File: src/rtl/core/tdpt_pkg.sv
// Shared constants and control types for the trial division prime tester.
package tdpt_pkg;

   localparam int CANDIDATE_BITS = 32;

   // start pulse toward the serial remainder unit
   typedef struct packed {
      logic start;
   } rem_ctl_type;

   // one-cycle completion flag and remainder-is-zero flag from the unit
   typedef struct packed {
      logic done;
      logic zero;
   } rem_sts_type;

endpackage

File: src/rtl/core/tdpt_rem.sv
// Bit-serial restoring remainder: one dividend bit per cycle, MSB first.
module tdpt_rem #(
   parameter int VALUE_BITS = 32,
   parameter int DIV_BITS   = 17
) (
   input  logic                    clock,
   input  logic                    reset,
   input  tdpt_pkg::rem_ctl_type   ctl,
   input  logic [VALUE_BITS-1:0]   dividend,
   input  logic [DIV_BITS-1:0]     divisor,
   output tdpt_pkg::rem_sts_type   sts
);
   import tdpt_pkg::*;

   localparam int CNT_BITS = $clog2(VALUE_BITS);

   logic [VALUE_BITS-1:0] shift_ff, shift_in;
   logic [DIV_BITS-1:0]   rem_ff, rem_in;
   logic [CNT_BITS-1:0]   cnt_ff, cnt_in;
   logic                  busy_ff, busy_in;
   logic                  done_ff, done_in;
   logic                  zero_ff, zero_in;
   logic [DIV_BITS:0]     trial;
   logic [DIV_BITS:0]     reduced;

   // shift in the next dividend bit, subtract the divisor if it fits
   assign trial   = {rem_ff, shift_ff[VALUE_BITS-1]};
   assign reduced = (trial >= {1'b0, divisor}) ? (trial - {1'b0, divisor}) : trial;

   always_comb begin
      shift_in = shift_ff;
      rem_in   = rem_ff;
      cnt_in   = cnt_ff;
      busy_in  = busy_ff;
      done_in  = 1'b0;
      zero_in  = zero_ff;
      if (ctl.start) begin
         shift_in = dividend;
         rem_in   = '0;
         cnt_in   = '0;
         busy_in  = 1'b1;
      end else if (busy_ff) begin
         shift_in = {shift_ff[VALUE_BITS-2:0], 1'b0};
         rem_in   = reduced[DIV_BITS-1:0];
         cnt_in   = cnt_ff + CNT_BITS'(1);
         if (cnt_ff == CNT_BITS'(VALUE_BITS - 1)) begin
            busy_in = 1'b0;
            done_in = 1'b1;
            zero_in = (reduced == '0);
         end
      end
   end

   always_ff @(posedge clock) begin
      if (reset) begin
         busy_ff <= 1'b0;
         done_ff <= 1'b0;
         cnt_ff  <= '0;
      end else begin
         busy_ff <= busy_in;
         done_ff <= done_in;
         cnt_ff  <= cnt_in;
      end
      shift_ff <= shift_in;
      rem_ff   <= rem_in;
      zero_ff  <= zero_in;
   end

   assign sts.done = done_ff;
   assign sts.zero = zero_ff;

endmodule

File: config.mk
export PLATFORM = sky130hd
export DESIGN_NAME = tdpt_rem
export DESIGN_NICKNAME = d
export VERILOG_FILES = /design/src/rtl/core/tdpt_pkg.sv /design/src/rtl/core/tdpt_rem.sv
export SDC_FILE = /design/constraint.sdc
export NUM_CORES = 1
export LEC_CHECK = 0
export ABC_AREA = 1
export BUFFER_PORTS_ARGS = -buffer_cell sky130_fd_sc_hd__buf_4
export CAP_MARGIN = 5
export CORE_ASPECT_RATIO = 0.9
export CORE_MARGIN = 3
export CORE_UTILIZATION = 60
export DETAILED_ROUTE_END_ITERATION = 8
export PLACE_DENSITY = 0.83
export SYNTH_ARGS = -nofsm -noshare
export SYNTH_HDL_FRONTEND = slang
export SYNTH_SLANG_ARGS = --single-unit
File: constraint.sdc
create_clock -name clock -period 4.25 [get_ports clock]
set_input_delay 0.425 -clock clock [delete_from_list [all_inputs] [get_ports clock]]
set_output_delay 0.425 -clock clock [all_outputs]
set_load 0.005 [all_outputs]
**After elaboration in Yosys (flattened, before gate mapping)**

Index checks and enable logic that the tools add are counted.

- Register bits: 57
- Bits in latches: 0
- Memory bits (writable): 0
- Memory bits (read-only): 0
- Input port bits: 52
- Output and inout bits: 2
- Logic and storage cells: 24
- Memories: 0

- Add/sub/neg operators: 2
- Multipliers: 0
- Div/mod/pow operators: 0
- Magnitude comparators: 1
- Eq/ne operators: 1
- Shifts and indexed selects: 0
- Multiplexer cells: 7
- Bitwise operators: 2
- Reduce and logical (&&, ||, !) cells: 5

Operators by type and width:

| operator | number |
|---|---|
| 32-bit two-way mux | 2 |
| 18-bit by 17-bit greater-or-equal comparator with 1-bit output | 1 |
| 18-bit zero test | 1 |
| 18-bit two-way mux | 1 |
| 18-bit by 17-bit subtractor with 18-bit output | 1 |
| 5-bit by 1-bit adder with 5-bit output, second input constant | 1 |
| 5-bit equality test, second input constant | 1 |
| 1-bit two-way mux | 4 |
| 3-bit AND reduction | 1 |
| 3-bit OR reduction | 1 |
| 1-bit NOT | 2 |
| 2-bit nonzero test | 1 |
| 2-bit OR reduction | 1 |

**Longest topological paths before layout**

- Depth in word-level cells: 4
- Mapped depth: 18
- Depth with buffers taken out: 18

**Worst setup path before layout**

No wires, ideal clock.

- Path kind: input to register
- Start: input divisor[0]
- End: register zero_ff, data pin
- Library setup time: 0.251 ns
- Arrival time: 1.879 ns
- Data required time: 3.999 ns
- Path slack: 2.120 ns
- Stages on the path: 14
- Path buffers: 1
- Path through: ha_1 -> inv_1 -> fa_1 -> nand3_1 -> nand3_2 -> nand2_2 -> nand2_2 -> buf_6 -> o21ai_0 -> inv_1 -> nand2_1 -> nor2_1 -> nand2_1 -> nor2_1

- Cells in the longest elaborated chain, start to end: 3
- Elaborated cells on any way between the ends: 4
- Classes of those cells: add/sub (1); order compare (1); mux (1); reduce/logical (1)

Ends and longest elaborated chain:

| what | line | source |
|---|---|---|
| start: declaration | tdpt_rem.sv:10 | `input logic [DIV_BITS-1:0] divisor,` |
| 18-bit by 17-bit subtractor with 18-bit output / 18-bit by 17-bit greater-or-equal comparator with 1-bit output (equally long branches) | tdpt_rem.sv:28 | `assign reduced = (trial >= {1'b0, divisor}) ? (trial - {1'b0, divisor}) : trial;` |
| 18-bit two-way mux * | tdpt_rem.sv:28 |  |
| 18-bit zero test * | tdpt_rem.sv:49 | `zero_in = (reduced == '0);` |
| end signal: assignment | tdpt_rem.sv:66 | `zero_ff <= zero_in;` |
| end: declaration | tdpt_rem.sv:22 | `logic zero_ff, zero_in;` |

Mark *: on every way between the ends. The rest lies on a longest branch, timed or not.
A chain may end at the register's enable or synchronous reset.

**Worst setup path in the final report**

- Start: register rem_ff[10]
- End: register zero_ff, data pin

- Cells in the longest elaborated chain, start to end: 3
- Elaborated cells on any way between the ends: 4
- Classes of those cells: add/sub (1); order compare (1); mux (1); reduce/logical (1)

Ends and longest elaborated chain:

| what | line | source |
|---|---|---|
| start: declaration | tdpt_rem.sv:18 | `logic [DIV_BITS-1:0] rem_ff, rem_in;` |
| start signal: assignment | tdpt_rem.sv:65 | `rem_ff <= rem_in;` |
| 18-bit by 17-bit subtractor with 18-bit output / 18-bit by 17-bit greater-or-equal comparator with 1-bit output (equally long branches) | tdpt_rem.sv:28 |  |
| 18-bit two-way mux * | tdpt_rem.sv:28 |  |
| 18-bit zero test * | tdpt_rem.sv:49 |  |

Marked as above.

==> flow_summary.ini <==
[place]
place.gp.congestion = 0.909
placed_area_sq_um = 4130
io_buffers = 53
dp_hpwl_microns = 6850

[timing]
tightest_slew_ns = 1.02
slew_violations = 0
setup_violations = 0
rsz0062_at_grt = no
post-route-min-period_ns = 2.94
finalCritPeriodShare_pct = 69.1
finClkSkew_ns = 0.00760
relSlewSlack_pct = 32.0
hold_viol = 0
fmax_mhz = 340
setup_tns_ns = 0

[cells_and_area]
layout_common_cells = nand2_1, inv_1, buf_4
drive_gt1_share_pct = 12.3
fin_area_sq_um = 4290
diodes = 0
final_common_cell = nand2_1
multiInputGateArea_sq_um = 1880
fin_nets = 667
n_fill_cell = 465
final_util_pct = 73.3
area_growth_pct = 15.2
seq_area_sq_um = 1470

[global_route]
grtUsageMet1_pct = 38.7
grt_pass1_vias = 3165
grt_max_degree = 36
use_met3_pct = 6.49
grt.total_usage_pct = 26.3
grt.met2_usage_pct = 38.9
grt_busiest_layer = met2
grt_overflow = 0
grt_pass1_wl_microns = 14400
antenna_found_initial = 0

[pwr]
p_total_mw = 1.24
power_frac_seq_pct = 51.9
power_switching_mw = 0.316
sw_frac_of_total_pct = 25.6
p_clk_share_pct = 34.5
cellPowerDensity_nw_per_um2 = 288
internal_power_mw = 0.921
combPwrFrac_pct = 13.6
p_leak_nw = 2.31
vdd_drop_max_uv = 224

[drt]
wl_microns = 9050
vias = 3569
drt_iter0_markers = 322
wl_per_cell_microns = 13.5
drt_pre_antenna_iters = 6
vias_per_cell = 5.33
antenna_left = 0
drc = 0

[critical_path]
cp.required_ns = 4.43
critical_path_class = reg2reg
critPathMaxFanout = 21
r2r_cells = 14
cp-start-kind = flip-flop
r2r-end = zero_ff
cp.arrival_ns = 3.12
reg2reg_slack_ns = 1.31
startpoint = rem_ff[10]
endpoint_kind = flip-flop
r2r-start = rem_ff[10]

[cts]
path_clk_slew_ns = 0.06
clock_latency_ns = 0.33
cts_setup_buffers = 0
clkSinkCount = 57
h-tree-depth = 3
numCtsBuffers = 9
clk_path_buf_depth = 2
holdBufCountCts = 0
clockRootBuffer = clkbuf_8
cts_tree = built
cts_resized = 0

[yosys]
syn_area_sq_um = 3720
ys_types = 30
synth_top_area_share_pct = 26.6
syn_inst = 547
syn_nets = 619
avgSynthCellArea_sq_um = 6.81
synthTopCellsByArea = edfxtp_1, nand2_1, dfxtp_1
ys_seq_area_share_pct = 39.5
ys_warn_count = 0
synth_area_leader_cell = edfxtp_1
yosys_register_bits = 57

[worst_hold_path]
holdPathStages = 2
hold_end = done_ff
min_from = reset
holdCritPathClass = in2reg

[floorplanning]
die_x_microns = 89.0
num_rows = 26
die_h_microns = 80.7
die_area_sq_um = 7190
fp.coreArea_sq_um = 5860
start_util_pct = 63.6
io_pins = 54

[job]
max_cap_viol_count = 0

[status]
status = completed
[stage by stage]
step	worst slack [ns]	std cells	hold slack, ns
CTS	1.37	670	0.265
finish	1.31	670	0.280
global route	1.07	670	0.265
detailed placement	1.21	654	0.472
global placement	1.35	654	0.454
floorplan	2.12	547	0.444
[Yosys cell counts, drive strengths merged]
library cell  number
buf                7
clkbuf            11
clkinv             1
nand4              3
dfxtp             24
nor3               9
nand2            244
a31oi              1
ha                19
a21oi             14
edfxtp            33
nor2              34
nand3             42
inv               73
o21bai             2
fa                 1
xor2               7
xnor2              2
o31ai              1
a211oi             1
nand3b             2
o21ai             13
nor4               1
o22ai              2
[cell families after synthesis]
family,Yosys count,share of synthesized area [%]
buffers and inverters,92,10.1
adders and majority gates,20,6.92
DFF,57,39.5
xor gates and xnor gates,9,2.12
AOI/OAI and AO/OA,34,5.04
and+or+nand+nor,335,36.3
[sequential cells by signal (all words and copies together) (netlist names)]
register	cells
zero_ff	1
shift_ff	32
busy_ff	1
rem_ff	17
cnt_ff	5
done_ff	1
[area by class of cell]
| class | instances | area share, % |
|---|---|---|
| repair buffers | 55 | 9.62 |
| clock buffers | 12 | 3.38 |
| well taps | 70 | 2.04 |
| multi-input cells | 398 | 43.7 |
| inverters | 74 | 6.47 |
| clock inverters | 4 | 0.467 |
| flip-flops and latches | 57 | 34.3 |
[worst max-delay path, cell delays in order (launching register included)]
cell      delay, ns
dfxtp_1        0.41
ha_1           0.32
nand2_1        0.14
nor2_1         0.07
nand2_1        0.08
o21bai_1       0.07
nor2_1         0.53
nand2_2        0.39
nand2_1        0.20
nand2_1        0.09
nor2_1         0.11
nand2_1        0.06
nor2_1         0.13
nand2_1        0.07
nor2_1         0.11
[metal layers]
layer / vias to the layer above / routed length, microns
met5: - / 0
met4: 0 / 72
met3: 13 / 595
met2: 143 / 4040
met1: 1605 / 4340
li1: 1808 / -
[worst max path at each step]
stage	depth (start not counted)	end	slack, ns
2_1_floorplan	14	zero_ff	2.12
3_3_place_gp	14	zero_ff	1.35
3_5_place_dp	17	zero_ff	1.21
4_1_cts	14	zero_ff	1.37
5_1_grt	14	zero_ff	1.07
6_report	14	zero_ff	1.31
[power by group through the flow]
stage	clock network, mW	registers (mW)	logic (mW)
final	0.427	0.642	0.168
after global routing	0.455	0.646	0.188
after CTS	0.433	0.642	0.166
after detailed placement	0	0.653	0.165
after global placement	0	0.651	0.160
after floorplan	0	0.646	0.103
Power figures use the tool's default switching activity.
